[src/hw/rtl/voc_block_header_parser_assert.svh]
// Assertion macros shared by the parser modules.
`ifndef VOC_BLOCK_HEADER_PARSER_ASSERT_SVH
`define VOC_BLOCK_HEADER_PARSER_ASSERT_SVH

// Same-cycle implication, checked out of reset.
`define VBHP_ASSERT_NOW(lbl, ante, cons, msg) \
    lbl: assert property (@(posedge clk) disable iff (!rst_n) (ante) |-> (cons)) else $error(msg);

// Next-cycle implication, checked out of reset.
`define VBHP_ASSERT_NEXT(lbl, ante, cons, msg) \
    lbl: assert property (@(posedge clk) disable iff (!rst_n) (ante) |=> (cons)) else $error(msg);

`endif

[src/hw/rtl/vbhp_pkg.sv]
// Types, constants and codes shared by the block header parser.
package vbhp_pkg;

    localparam int unsigned SIG_LEN = 19;
    localparam logic [31:0] DATA_START = 32'd26;
    localparam logic [16:0] CODEC_NONE = 17'h1FFFF;
    localparam logic [27:0] RATE_NUM_SMALL = 28'd1000000;
    localparam logic [27:0] RATE_NUM_LARGE = 28'd256000000;
    localparam logic [4:0] DIV_STEPS = 5'd28;

    localparam logic [7:0] SIG_BYTES [SIG_LEN] = '{
        8'h43, 8'h72, 8'h65, 8'h61, 8'h74, 8'h69, 8'h76, 8'h65, 8'h20, 8'h56,
        8'h6F, 8'h69, 8'h63, 8'h65, 8'h20, 8'h46, 8'h69, 8'h6C, 8'h65
    };

    // Block type codes.
    localparam logic [7:0] BT_END = 8'd0;
    localparam logic [7:0] BT_SOUND = 8'd1;
    localparam logic [7:0] BT_CONT = 8'd2;
    localparam logic [7:0] BT_SILENCE = 8'd3;
    localparam logic [7:0] BT_MARKER = 8'd4;
    localparam logic [7:0] BT_TEXT = 8'd5;
    localparam logic [7:0] BT_REP_START = 8'd6;
    localparam logic [7:0] BT_REP_END = 8'd7;
    localparam logic [7:0] BT_EXTENDED = 8'd8;
    localparam logic [7:0] BT_SOUND_NEW = 8'd9;

    // Codec codes that give a sample size.
    localparam logic [16:0] CODEC_PCM8 = 17'd0;
    localparam logic [16:0] CODEC_PCM16 = 17'd4;

    // Header phases.
    localparam logic [2:0] PH_TYPE = 3'd0;
    localparam logic [2:0] PH_DATA = 3'd4;

    typedef struct packed {
        logic [7:0] file_byte;
        logic       last_byte;
    } vbhp_in_t;

    typedef struct packed {
        logic               accepted;
        logic               format_ok;
        logic [31:0]        sample_rate;
        logic [8:0]         channel_count;
        logic [7:0]         sample_bits;
        logic signed [31:0] sample_length;
        logic signed [31:0] loop_start;
        logic signed [31:0] loop_end;
    } vbhp_out_t;

    typedef enum logic [2:0] {
        ST_IDLE,
        ST_DECIDE,
        ST_LOAD,
        ST_START,
        ST_DIVIDE,
        ST_COMMIT,
        ST_FINISH
    } state_t;

    typedef struct packed {
        logic step;
        logic load;
        logic div_start;
        logic commit;
        logic finish;
    } cmd_t;

    typedef struct packed {
        logic commit_pend;
        logic last_pend;
        logic need_div;
        logic div_busy;
        logic out_full;
    } status_t;

endpackage

[src/hw/rtl/vbhp_div.sv]
// Radix-2 restoring divider for the sample rate quotients.
module vbhp_div
    import vbhp_pkg::*;
(
    input  logic        clk,
    input  logic        rst_n,
    input  logic        start,
    input  logic [27:0] dividend,
    input  logic [24:0] divisor,
    output logic        busy,
    output logic [27:0] quotient
);

    logic        busy_reg, busy_next;
    logic [4:0]  count_reg, count_next;
    logic [24:0] rem_reg, rem_next;
    logic [27:0] quo_reg, quo_next;
    logic [25:0] shifted;
    logic [26:0] trial;

    // One quotient bit per cycle.
    always_comb
    begin
        shifted = {rem_reg, quo_reg[27]};
        trial = {1'b0, shifted} - {2'b00, divisor};
        busy_next = busy_reg;
        count_next = count_reg;
        rem_next = rem_reg;
        quo_next = quo_reg;
        if (start)
        begin
            busy_next = 1'b1;
            count_next = DIV_STEPS;
            rem_next = '0;
            quo_next = dividend;
        end
        else if (busy_reg)
        begin
            if (!trial[26])
                rem_next = trial[24:0];
            else
                rem_next = shifted[24:0];
            quo_next = {quo_reg[26:0], ~trial[26]};
            count_next = count_reg - 5'd1;
            if (count_reg == 5'd1)
                busy_next = 1'b0;
        end
    end

    always_ff @(posedge clk or negedge rst_n)
    begin
        if (!rst_n)
        begin
            busy_reg <= 1'b0;
            count_reg <= '0;
        end
        else
        begin
            busy_reg <= busy_next;
            count_reg <= count_next;
        end
    end

    always_ff @(posedge clk)
    begin
        rem_reg <= rem_next;
        quo_reg <= quo_next;
    end

    assign busy = busy_reg;
    assign quotient = quo_reg;

endmodule

[src/hw/rtl/vbhp_dp.sv]
// Datapath: byte parsing, block commit, divider and result register.
module vbhp_dp
    import vbhp_pkg::*;
(
    input  logic      clk,
    input  logic      rst_n,
    input  cmd_t      cmd,
    input  vbhp_in_t  in_item,
    input  logic      out_ready,
    output status_t   status,
    output logic      out_valid,
    output vbhp_out_t out_item
);

`include "voc_block_header_parser_assert.svh"

    logic [31:0] pos_reg, pos_next;
    logic        sig_reg, sig_next;
    logic [7:0]  hdr_reg [3];
    logic [7:0]  hdr_next [3];
    logic [7:0]  type_reg, type_next;
    logic [23:0] remain_reg, remain_next;
    logic [3:0]  idx_reg, idx_next;
    logic [2:0]  phase_reg, phase_next;
    logic [7:0]  field_reg [8];
    logic [7:0]  field_next [8];
    logic [16:0] codec_reg, codec_next;
    logic [31:0] rate_reg, rate_next;
    logic [8:0]  chan_reg, chan_next;
    logic [7:0]  bits_reg, bits_next;
    logic [31:0] len_reg, len_next;
    logic [31:0] ls_reg, ls_next;
    logic [31:0] le_reg, le_next;
    logic        okay_reg, okay_next;
    logic        stop_reg, stop_next;
    logic        cpend_reg, cpend_next;
    logic        lpend_reg, lpend_next;
    logic        ovalid_reg, ovalid_next;
    vbhp_out_t   oitem_reg, oitem_next;
    logic [27:0] dvd_reg;
    logic [24:0] dvs_reg;
    logic        div_busy;
    logic [27:0] quotient;
    logic [31:0] size32;
    logic [8:0]  ch8;
    logic [16:0] period;
    logic [24:0] product;
    logic [16:0] silence;
    logic [16:0] new_codec;
    logic [7:0]  b;

    vbhp_div u_div (
        .clk      (clk),
        .rst_n    (rst_n),
        .start    (cmd.div_start),
        .dividend (dvd_reg),
        .divisor  (dvs_reg),
        .busy     (div_busy),
        .quotient (quotient)
    );

    assign b = in_item.file_byte;
    assign size32 = {8'd0, hdr_reg[2], hdr_reg[1], hdr_reg[0]};
    assign ch8 = {1'b0, field_reg[3]} + 9'd1;
    assign period = 17'h10000 - {1'b0, field_reg[1], field_reg[0]};
    assign product = 25'(ch8 * period);
    assign silence = 17'd1 + {1'b0, field_reg[1], field_reg[0]};

    // Divisor and dividend for the current block type.
    always_ff @(posedge clk)
    begin
        if (cmd.load)
        begin
            if (type_reg == BT_EXTENDED)
            begin
                dvd_reg <= RATE_NUM_LARGE;
                dvs_reg <= product;
            end
            else if (type_reg == BT_SILENCE)
            begin
                dvd_reg <= RATE_NUM_SMALL;
                dvs_reg <= 25'h100 - {17'd0, field_reg[2]};
            end
            else
            begin
                dvd_reg <= RATE_NUM_SMALL;
                dvs_reg <= 25'h100 - {17'd0, field_reg[0]};
            end
        end
    end

    // Next state of the parse: byte step, block commit, or end of file.
    always_comb
    begin
        pos_next = pos_reg;
        sig_next = sig_reg;
        hdr_next = hdr_reg;
        type_next = type_reg;
        remain_next = remain_reg;
        idx_next = idx_reg;
        phase_next = phase_reg;
        field_next = field_reg;
        codec_next = codec_reg;
        rate_next = rate_reg;
        chan_next = chan_reg;
        bits_next = bits_reg;
        len_next = len_reg;
        ls_next = ls_reg;
        le_next = le_reg;
        okay_next = okay_reg;
        stop_next = stop_reg;
        cpend_next = cpend_reg;
        lpend_next = lpend_reg;
        ovalid_next = ovalid_reg;
        oitem_next = oitem_reg;
        new_codec = '0;

        if (ovalid_reg && out_ready)
            ovalid_next = 1'b0;

        if (cmd.step)
        begin
            cpend_next = 1'b0;
            lpend_next = in_item.last_byte;
            if (pos_reg < 32'(SIG_LEN))
            begin
                if (b != SIG_BYTES[pos_reg[4:0]])
                    sig_next = 1'b0;
            end
            else if (pos_reg >= DATA_START && sig_reg && !stop_reg)
            begin
                if (phase_reg == PH_TYPE)
                begin
                    if (b == BT_END)
                        stop_next = 1'b1;
                    else
                    begin
                        type_next = b;
                        phase_next = 3'd1;
                    end
                end
                else if (phase_reg != PH_DATA)
                begin
                    hdr_next[phase_reg[1:0] - 2'd1] = b;
                    phase_next = phase_reg + 3'd1;
                    if (phase_reg == 3'd3)
                    begin
                        remain_next = {b, hdr_reg[1], hdr_reg[0]};
                        idx_next = '0;
                        for (int i = 0; i < 8; i++)
                            field_next[i] = '0;
                        if ({b, hdr_reg[1], hdr_reg[0]} == 24'd0)
                        begin
                            cpend_next = 1'b1;
                            phase_next = PH_TYPE;
                        end
                    end
                end
                else
                begin
                    if (!idx_reg[3])
                        field_next[idx_reg[2:0]] = b;
                    if (!idx_reg[3])
                        idx_next = idx_reg + 4'd1;
                    remain_next = remain_reg - 24'd1;
                    if (remain_reg == 24'd1)
                    begin
                        cpend_next = 1'b1;
                        phase_next = PH_TYPE;
                    end
                end
            end
            if (pos_reg != 32'hFFFF_FFFF)
                pos_next = pos_reg + 32'd1;
        end

        if (cmd.commit)
        begin
            cpend_next = 1'b0;
            case (type_reg)
                BT_SOUND:
                begin
                    if (codec_reg == CODEC_NONE || codec_reg == {9'd0, field_reg[1]})
                    begin
                        rate_next = {4'd0, quotient};
                        chan_next = 9'd1;
                        new_codec = {9'd0, field_reg[1]};
                        codec_next = new_codec;
                        if (new_codec == CODEC_PCM8)
                            bits_next = 8'd8;
                        else if (new_codec == CODEC_PCM16)
                            bits_next = 8'd16;
                        else
                            okay_next = 1'b0;
                        len_next = len_reg + size32 - 32'd2;
                    end
                    else
                        okay_next = 1'b0;
                end
                BT_CONT:
                begin
                    if (codec_reg == CODEC_NONE)
                        okay_next = 1'b0;
                    len_next = len_reg + size32;
                end
                BT_SILENCE:
                begin
                    if (rate_reg == {4'd0, quotient})
                    begin
                        if (codec_reg == CODEC_PCM8)
                            len_next = len_reg + {15'd0, silence};
                        else if (codec_reg == CODEC_PCM16)
                            len_next = len_reg + {14'd0, silence, 1'b0};
                        else
                            okay_next = 1'b0;
                    end
                    else
                        okay_next = 1'b0;
                end
                BT_MARKER, BT_TEXT:
                begin
                end
                BT_REP_START:
                    ls_next = len_reg;
                BT_REP_END:
                begin
                    le_next = len_reg;
                    if ($signed(len_reg) < $signed(ls_reg))
                        okay_next = 1'b0;
                end
                BT_EXTENDED:
                begin
                    if (codec_reg == CODEC_NONE)
                    begin
                        codec_next = {9'd0, field_reg[2]};
                        chan_next = ch8;
                        rate_next = {4'd0, quotient};
                    end
                    else
                        okay_next = 1'b0;
                end
                BT_SOUND_NEW:
                begin
                    if (codec_reg == CODEC_NONE)
                    begin
                        rate_next = {field_reg[3], field_reg[2], field_reg[1], field_reg[0]};
                        bits_next = field_reg[4];
                        chan_next = {1'b0, field_reg[5]};
                        new_codec = {1'b0, field_reg[7], field_reg[6]};
                        codec_next = new_codec;
                        if (new_codec == CODEC_PCM8)
                            bits_next = 8'd8;
                        else if (new_codec == CODEC_PCM16)
                            bits_next = 8'd16;
                        else
                            okay_next = 1'b0;
                        len_next = len_reg + size32 - 32'd12;
                    end
                    else
                        okay_next = 1'b0;
                end
                default:
                    okay_next = 1'b0;
            endcase
        end

        if (cmd.finish)
        begin
            ovalid_next = 1'b1;
            oitem_next.accepted = okay_reg && (len_reg != 32'd0) && !len_reg[31];
            oitem_next.format_ok = okay_reg;
            oitem_next.sample_rate = rate_reg;
            oitem_next.channel_count = chan_reg;
            oitem_next.sample_bits = bits_reg;
            oitem_next.sample_length = len_reg;
            oitem_next.loop_start = ls_reg;
            oitem_next.loop_end = le_reg;
            pos_next = '0;
            sig_next = 1'b1;
            type_next = '0;
            remain_next = '0;
            idx_next = '0;
            phase_next = PH_TYPE;
            for (int i = 0; i < 8; i++)
                field_next[i] = '0;
            codec_next = CODEC_NONE;
            rate_next = '0;
            chan_next = '0;
            bits_next = '0;
            len_next = '0;
            ls_next = '1;
            le_next = '1;
            okay_next = 1'b1;
            stop_next = 1'b0;
            cpend_next = 1'b0;
            lpend_next = 1'b0;
        end
    end

    // Control and parse state.
    always_ff @(posedge clk or negedge rst_n)
    begin
        if (!rst_n)
        begin
            pos_reg <= '0;
            sig_reg <= 1'b1;
            type_reg <= '0;
            remain_reg <= '0;
            idx_reg <= '0;
            phase_reg <= PH_TYPE;
            for (int i = 0; i < 8; i++)
                field_reg[i] <= '0;
            codec_reg <= CODEC_NONE;
            rate_reg <= '0;
            chan_reg <= '0;
            bits_reg <= '0;
            len_reg <= '0;
            ls_reg <= '1;
            le_reg <= '1;
            okay_reg <= 1'b1;
            stop_reg <= 1'b0;
            cpend_reg <= 1'b0;
            lpend_reg <= 1'b0;
            ovalid_reg <= 1'b0;
        end
        else
        begin
            pos_reg <= pos_next;
            sig_reg <= sig_next;
            type_reg <= type_next;
            remain_reg <= remain_next;
            idx_reg <= idx_next;
            phase_reg <= phase_next;
            field_reg <= field_next;
            codec_reg <= codec_next;
            rate_reg <= rate_next;
            chan_reg <= chan_next;
            bits_reg <= bits_next;
            len_reg <= len_next;
            ls_reg <= ls_next;
            le_reg <= le_next;
            okay_reg <= okay_next;
            stop_reg <= stop_next;
            cpend_reg <= cpend_next;
            lpend_reg <= lpend_next;
            ovalid_reg <= ovalid_next;
        end
    end

    // Header size bytes and the result payload.
    always_ff @(posedge clk)
    begin
        hdr_reg <= hdr_next;
        oitem_reg <= oitem_next;
    end

    assign status.commit_pend = cpend_reg;
    assign status.last_pend = lpend_reg;
    assign status.need_div = (type_reg == BT_SOUND) || (type_reg == BT_SILENCE) ||
                             (type_reg == BT_EXTENDED);
    assign status.div_busy = div_busy;
    assign status.out_full = ovalid_reg;
    assign out_valid = ovalid_reg;
    assign out_item = oitem_reg;

    `VBHP_ASSERT_NEXT(a_finish_loads, cmd.finish, ovalid_reg, "finish did not load a result")
    `VBHP_ASSERT_NEXT(a_div_runs, cmd.div_start, div_busy, "divider did not start")
    `VBHP_ASSERT_NOW(a_step_alone, cmd.step, !cmd.commit && !cmd.finish, "step overlaps commit")

endmodule

[src/hw/rtl/vbhp_ctrl.sv]
// Controller state machine sequencing byte steps, commits and results.
module vbhp_ctrl
    import vbhp_pkg::*;
(
    input  logic    clk,
    input  logic    rst_n,
    input  logic    in_valid,
    input  logic    out_ready,
    input  status_t status,
    output logic    in_ready,
    output cmd_t    cmd
);

`include "voc_block_header_parser_assert.svh"

    state_t state_reg, state_next;

    always_ff @(posedge clk or negedge rst_n)
    begin
        if (!rst_n)
            state_reg <= ST_IDLE;
        else
            state_reg <= state_next;
    end

    // Next state.
    always_comb
    begin
        state_next = state_reg;
        case (state_reg)
            ST_IDLE:
                if (in_valid && in_ready)
                    state_next = ST_DECIDE;
            ST_DECIDE:
                if (status.commit_pend && status.need_div)
                    state_next = ST_LOAD;
                else if (status.commit_pend)
                    state_next = ST_COMMIT;
                else if (status.last_pend)
                    state_next = ST_FINISH;
                else
                    state_next = ST_IDLE;
            ST_LOAD:
                state_next = ST_START;
            ST_START:
                state_next = ST_DIVIDE;
            ST_DIVIDE:
                if (!status.div_busy)
                    state_next = ST_COMMIT;
            ST_COMMIT:
                if (status.last_pend)
                    state_next = ST_FINISH;
                else
                    state_next = ST_IDLE;
            ST_FINISH:
                state_next = ST_IDLE;
            default:
                state_next = ST_IDLE;
        endcase
    end

    // Outputs: an item is only taken in idle and once the result register can drain.
    always_comb
    begin
        in_ready = (state_reg == ST_IDLE) && (!status.out_full || out_ready);
        cmd.step = in_valid && in_ready;
        cmd.load = (state_reg == ST_LOAD);
        cmd.div_start = (state_reg == ST_START);
        cmd.commit = (state_reg == ST_COMMIT);
        cmd.finish = (state_reg == ST_FINISH);
    end

    `VBHP_ASSERT_NOW(a_ready_idle, in_ready, state_reg == ST_IDLE, "ready outside idle")
    `VBHP_ASSERT_NEXT(a_commit_once, cmd.commit, !cmd.commit, "commit lasted two cycles")
    `VBHP_ASSERT_NEXT(a_step_decides, cmd.step, state_reg == ST_DECIDE, "step not followed by decide")

endmodule

[src/hw/rtl/voc_block_header_parser.sv]
// Top level of the sound file block header parser.
// Result: the last item passes the decide and finish states before the result is
// registered; a completed block adds a commit, and a rate division adds the load,
// start and divide states of the radix-2 divider. Items are taken only in idle.
// Reset: asynchronous active low; returns the parser to its start-of-file state,
// which it also does by itself after each result.
module voc_block_header_parser
    import vbhp_pkg::*;
(
    input  logic      clk,
    input  logic      rst_n,
    input  logic      byte_valid,
    output logic      byte_ready,
    input  vbhp_in_t  byte_item,
    output logic      result_valid,
    input  logic      result_ready,
    output vbhp_out_t result_item
);

    cmd_t    cmd;
    status_t status;

    vbhp_ctrl u_ctrl (
        .clk       (clk),
        .rst_n     (rst_n),
        .in_valid  (byte_valid),
        .out_ready (result_ready),
        .status    (status),
        .in_ready  (byte_ready),
        .cmd       (cmd)
    );

    vbhp_dp u_dp (
        .clk       (clk),
        .rst_n     (rst_n),
        .cmd       (cmd),
        .in_item   (byte_item),
        .out_ready (result_ready),
        .status    (status),
        .out_valid (result_valid),
        .out_item  (result_item)
    );

endmodule

[config.mk]
export PLATFORM = sky130hd
export DESIGN_NAME = voc_block_header_parser
export DESIGN_NICKNAME = d
export VERILOG_FILES = /design/src/hw/rtl/vbhp_pkg.sv /design/src/hw/rtl/vbhp_div.sv /design/src/hw/rtl/vbhp_dp.sv /design/src/hw/rtl/vbhp_ctrl.sv /design/src/hw/rtl/voc_block_header_parser.sv
export VERILOG_INCLUDE_DIRS = /design/src /design/src/hw/rtl
export SDC_FILE = /design/constraint.sdc
export NUM_CORES = 2
export LEC_CHECK = 0
export ABC_AREA = 1
export ABC_CLOCK_PERIOD_IN_PS = 5700
export BUFFER_PORTS_ARGS = -buffer_cell sky130_fd_sc_hd__clkbuf_2
export CAP_MARGIN = 20
export CORE_ASPECT_RATIO = 0.7
export CORE_MARGIN = 4
export CORE_UTILIZATION = 57
export DETAILED_ROUTE_END_ITERATION = 8
export PLACE_DENSITY = 0.83
export SETUP_SLACK_MARGIN = 0.02
export SLEW_MARGIN = 10
export SYNTH_ARGS = -nofsm -noshare
export SYNTH_HDL_FRONTEND = slang
export SYNTH_SLANG_ARGS = --single-unit
[constraint.sdc]
create_clock -name clk -period 5.7 [get_ports clk]
set_input_delay 0.855 -clock clk [delete_from_list [all_inputs] [get_ports clk]]
set_output_delay 0.855 -clock clk [all_outputs]
set_load 0.005 [all_outputs]
# Word-level counts from Yosys, hierarchy flattened
# Memories as Yosys holds them, arrays and structs flattened.
# Index checks and enable logic that the tools add are counted.
# totals
regBits	589
mem_bits_ro	256
in_bits	13
output_inout_bits	149
word_cells	334
mem_count	1
# memory_table
name	depth	word_bits	rd	rd_clocked_by_memory_dff	write_ports	line	text
(no name shown)	32	8	1	0	0	vbhp_dp.sv:127	if (b != SIG_BYTES[pos_reg[4:0]])
# op_classes
n_addsub	17
multipliers	1
magnitude_cmp	8
eq_ne	51
muxes	147
bitwise	6
n_reduce_logical	58
# ops
operator	count
$mux W32	21
$mux W64	8
$mux W24	7
$mux W8	18
$pmux W32 S4	1
$pmux W32 S3	1
$mux W17	5
$mux W28	3
$mux W25	3
$bwmux W64	1
$pmux W17 S3	1
$mux W3	15
$mux W9	5
$mux W1	41
$eq A8 B3 Y1 const B	5
$reduce_and A5 Y1	7
$add A32 B1 Y32 const B	1
$add A32 B17 Y32	1
$add A32 B18 Y32	1
$add A32 B24 Y32	1
$eq A32 B28 Y1	1
$ge A32 B5 Y1 const B	1
$lt A32 B32 Y1	1
$lt A32 B5 Y1 const B	1
69 further kinds	138

# Depth between registers and ports, before layout
# depth
word_depth	13
ltp_mapped	31
depth_no_buf	30

# By module
# From an unflattened synthesis, not the netlist that was laid out.
# hier_totals
cells_unflattened	5266
hier_area_um2	39804.4
# modules_own_cells
mod	instances	cells_each	area_each_um2	seq_area_each_um2
vbhp_dp	1	4452	34762.1	13631.8
vbhp_div	1	774	4787.1	1491.4
vbhp_ctrl	1	40	255.2	75.1

# Worst setup path before layout
# Ideal clock, no wire load.
# synth_path
path_type	register to register
start	register u_ctrl.state_reg[1]
end	register u_dp.pos_reg[26]
setup_ns	0.347
t_arrival_ns	5.923
t_required_ns	5.353
setup_slack_ns	-0.570
stages_incl_launch_ff	7
n_path_buf	3
period_less_slack_ns	6.270
cell_sequence	dfrtp_1 inv_1 nor3_4 clkbuf_1 clkbuf_1 clkbuf_1 o31ai_1
# synth_via
elab_chain_len	5
# synth_rtl
element	line	text
start: declaration	vbhp_ctrl.sv:16	state_t state_reg, state_next;
start signal: assignment	vbhp_ctrl.sv:23	state_reg <= state_next;
$logic_not A3 Y1	vbhp_ctrl.sv:65	in_ready = (state_reg == ST_IDLE) && (!status.out_full || out_ready);
$logic_and A1 B1 Y1	vbhp_ctrl.sv:65	
$logic_and A1 B1 Y1	vbhp_ctrl.sv:66	cmd.step = in_valid && in_ready;
$reduce_bool A2 Y1 (no line)	--	
$reduce_and A2 Y1 (no line)	--	
end signal: assignment	vbhp_dp.sv:328	pos_reg <= pos_next;
end: declaration	vbhp_dp.sv:17	logic [31:0] pos_reg, pos_next;
# Several ways; a longest one is shown, not always the timed one.
# A chain may end at the register's enable or synchronous reset.

# Worst setup path after layout
# layout_path
start	register u_dp.field_reg[56] (netlist name)
end	register u_dp.dvs_reg[23], data pin
# layout_via
elab_chain_len	3
# layout_rtl
element	line	text
start: declaration	vbhp_dp.sv:25	logic [7:0] field_reg [8];
start signal: assignment	vbhp_dp.sv:334	field_reg <= field_next;
$sub A17 B16 Y17 or $sub A9 B8 Y10 (tied branches)	vbhp_dp.sv:65, vbhp_dp.sv:87	
$mul A9 B17 Y25 or $mux W25 (tied branches)	vbhp_dp.sv:66, vbhp_dp.sv:79	
$mux W25 *	vbhp_dp.sv:74	if (type_reg == BT_EXTENDED)
end signal: assignment	vbhp_dp.sv:77	dvs_reg <= product;
end signal: assignment	vbhp_dp.sv:82	dvs_reg <= 25'h100 - {17'd0, field_reg[2]};
end signal: assignment	vbhp_dp.sv:87	dvs_reg <= 25'h100 - {17'd0, field_reg[0]};
end: declaration	vbhp_dp.sv:41	logic [24:0] dvs_reg;
# Mark *: on every way between the ends. The rest lies on a longest branch, timed or not.

==> flow_metrics.env <==
export IMPL_synth_edff_count=226
export IMPL_fmax_ghz=0.173
export IMPL_htree_levels=2
export IMPL_yosysTopAreaCellShare_pct=17.8
export IMPL_fp_dieW_um=317
export IMPL_switching_share_pct=42.5
export IMPL_vias_per_cell=6.08
export IMPL_coreArea_sq_um=65500
export IMPL_skew_ns=0.0262
export IMPL_synth_commonest_cells="1094 x nand2_1, 745 x inv_1, 540 x nor2_1, 329 x a21oi_1, 304 x o21ai_0"
export IMPL_setup_ws_ns=-0.0886
export IMPL_area_growth_pct=14.2
export IMPL_ys_ff_latch=563
export IMPL_worst_pin_slew_ns=1.14
export IMPL_final_setup_viol_count=7
export IMPL_violations="DRC, setup timing"
export IMPL_synth_top_flop_cell="dfrtp_1"
export IMPL_clkTransAtPathRegs_ns=0.07
export IMPL_track_usage_pct=36.0
export IMPL_criticalPathCategory="register to register"
export IMPL_r2r_start="u_dp.field_reg[56]"
export IMPL_cts_tree="yes"
export IMPL_syn_area_sq_um=38100
export IMPL_grt_pass1_vias=33600
export IMPL_cts_sinks=563
export IMPL_synth_largest_area_cell="edfxtp_1"
export IMPL_startpoint_type="register"
export IMPL_cts_max_path_buffers=3
export IMPL_combPwrFrac_pct=39.9
export IMPL_synth_distinct_cells=59
export IMPL_finish_instance_area_sq_um=43500
export IMPL_switching_power_w=0.00727
export IMPL_fin_total_pwr_w=0.0171
export IMPL_portBuffers=161
export IMPL_ir_drop_v=0.000291
export IMPL_placed_cell_area_sq_um=40700
export IMPL_outcome="finished, violations left"
export IMPL_vias=37000
export IMPL_syn_inst=4877
export IMPL_fin_crit_ns=5.79
export IMPL_io_pins=162
export IMPL_synthTopCellsByArea="edfxtp_1 18%, dfrtp_1 15%, nand2_1 11%"
export IMPL_cp_arrival_ns=6.18
export IMPL_hold_class="primary input to asynchronous set/reset pin"
export IMPL_start_util_pct=58.1
export IMPL_place_ws_ns=-0.179
export IMPL_largest_reg_flops=147
export IMPL_clockRootBuffer="clkbuf_16"
export IMPL_fillers=5393
export IMPL_syn_avg_cell_area_sq_um=7.81
export IMPL_p_seq_share_pct=37.5
export IMPL_drv_cap=0
export IMPL_die_area_sq_um=71100
export IMPL_cp_max_fo=4
export IMPL_totalWireLength_mm=131
export IMPL_multi_input_area_sq_um=20200
export IMPL_first_pass_iters=9
export IMPL_synth_nets=5183
export IMPL_rsz0062_at_grt="true"
export IMPL_drt_initial_drc_count=5712
export IMPL_die_h_um=224
export IMPL_dp_hpwl_mm=98.4
export IMPL_async_reset_ff_share_pct=55.4
export IMPL_hold_viol_final=0
export IMPL_clock_latency_ns=0.66
export IMPL_worstRegToRegCells=27
export IMPL_drc=1
export IMPL_max_slew_margin_rel_pct=23.3
export IMPL_row_count=78
export IMPL_antenna_left=0
export IMPL_yosysWarnings=0
export IMPL_layout_drive_gt1_share_pct=13.0
export IMPL_pwr_share_clk_pct=22.5
export IMPL_fin_crit_sh_pct=102
export IMPL_r2r_end="u_dp.dvs_reg[23]"
export IMPL_p_leak_nw=20.2
export IMPL_regArea_sq_um=15200
export IMPL_slew_viol_final=0
export IMPL_grt_ovfl_total=0
export IMPL_wl_per_cell_um=21.6
export IMPL_antenna_found_initial=4
export IMPL_synth_most_common_cell="nand2_1"
export IMPL_p_int_w=0.00983
export IMPL_grt_max_degree=121
export IMPL_synth_yosys_seq_area_share_pct=39.9
export IMPL_required_ns=6.09
export IMPL_finalWeightedCongestion=1.06
export IMPL_cts_buffers=56
export IMPL_layout_nets=5454
export IMPL_grt_pass1_wl_mm=198
export IMPL_r2r_slack_ns=-0.09
export IMPL_hold_slack_ns=0.242
export IMPL_endpoint_kind="register"
export IMPL_power_density_nw_per_um2=394
power groups by stage:
stage / registers (W) / logic (W) / clock network [W]
finish: 0.00642 / 0.00683 / 0.00385
global route: 0.00652 / 0.00751 / 0.00404
CTS: 0.00637 / 0.00656 / 0.00388
detailed placement: 0.00643 / 0.00649 / 0
global placement: 0.00638 / 0.00630 / 0
floorplan: 0.00617 / 0.00450 / 0
metrics by stage:
stage | util [%] | TNS (ns) | instances
after CTS | 65.4 | 0 | 6065
after detailed placement | 62.2 | -0.772 | 5945
after global routing | 66.3 | -3.42 | 6077
after floorplan | - | 0 | 4877
after global placement | 62.2 | 0 | 5944
final | 66.4 | -0.354 | 6082
critical path, stage by stage (launching register included):
cell	delay (ns)
dfrtp_1	0.42
inv_2	0.10
ha_4	0.13
nand4_1	0.15
nor2_2	0.14
nand2_1	0.09
nor2_2	0.17
nand3_2	0.12
buf_6	0.14
buf_4	0.13
nand2_2	0.11
buf_4	0.15
nor2_1	0.06
fa_1	0.60
fa_1	0.47
fa_1	0.58
inv_1	0.06
fa_1	0.55
inv_1	0.07
ha_4	0.26
nand2_1	0.12
o21ai_2	0.10
a221oi_4	0.27
o311ai_4	0.16
nand3_1	0.11
nand2_1	0.07
o21ai_1	0.14
a21oi_1	0.06
final cells by class:
type                            instances  share of cell area [%]
Tap cell                              880                    2.53
Clock inverter                         35                   0.815
Inverter                              754                    6.51
Sequential cell                       563                    35.0
Antenna cell                            6                  0.0345
Multi-Input combinational cell       3431                    46.5
Clock buffer                           71                    3.50
Timing Repair Buffer                  342                    5.19
cell families after synthesis:
kind of cell | after synthesis | share of synthesized area, %
AO/OA/AOI/OAI | 876 | 13.2
XOR/XNOR | 118 | 2.73
adder cells (fa/ha/maj) | 293 | 11.8
buffers and inverters | 883 | 8.79
flip-flops | 563 | 39.9
AND/OR/NAND/NOR | 2144 | 23.6
cell usage in the layout (no fill, tap or decap), types with 11 or more instances in the layout:
master and count:
o211ai_1 31, a22oi_1 23, nand2_1 1073, o21ai_0 287, ha_1 169, fa_1 107
o22ai_1 27, dfstp_2 83, buf_4 162, edfxtp_1 226, clkbuf_16 57, inv_1 723
inv_2 27, a21oi_1 318, nor2_1 516, xor2_1 85, nor2_2 20, nand4_1 93
buf_6 13, o2111ai_1 12, o21ai_1 18, dfrtp_1 229, o31ai_1 27, nand3b_1 15
ha_4 15, nand3_1 233, nor3_1 81, o21a_1 11, nor4_1 44, a221oi_1 24
xnor2_1 31, clkbuf_2 160, dfxtp_1 25, nand2_2 19, clkinv_2 11
metal layers:
metal	global-route usage [%]	up-vias	wire length (um)
li1	-	16700	-
met1	55.6	17400	56100
met2	45.4	2512	49100
met3	16.2	302	22400
met4	8.22	6	3470
met5	0	-	106
repair_timing:
action	CTS	global route
hold buffers	0	0
endpoints found under the setup margin	11	14
pin swaps	28	74
buffers inserted	14	9
resized for setup	34	134
how the worst max path moves through the flow:
stage                                   from                to  cells after the start
after global placement    u_dp.field_reg[57]  u_dp.dvs_reg[23]                     27
after global routing      u_dp.field_reg[56]  u_dp.dvs_reg[23]                     27
after detailed placement  u_dp.field_reg[57]  u_dp.dvs_reg[22]                     29
after floorplan           u_dp.field_reg[56]  u_dp.dvs_reg[23]                     30
after CTS                 u_dp.field_reg[57]  u_dp.dvs_reg[13]                     31
final                     u_dp.field_reg[56]  u_dp.dvs_reg[23]                     27
Note: power is estimated with default switching activity, not from simulation.
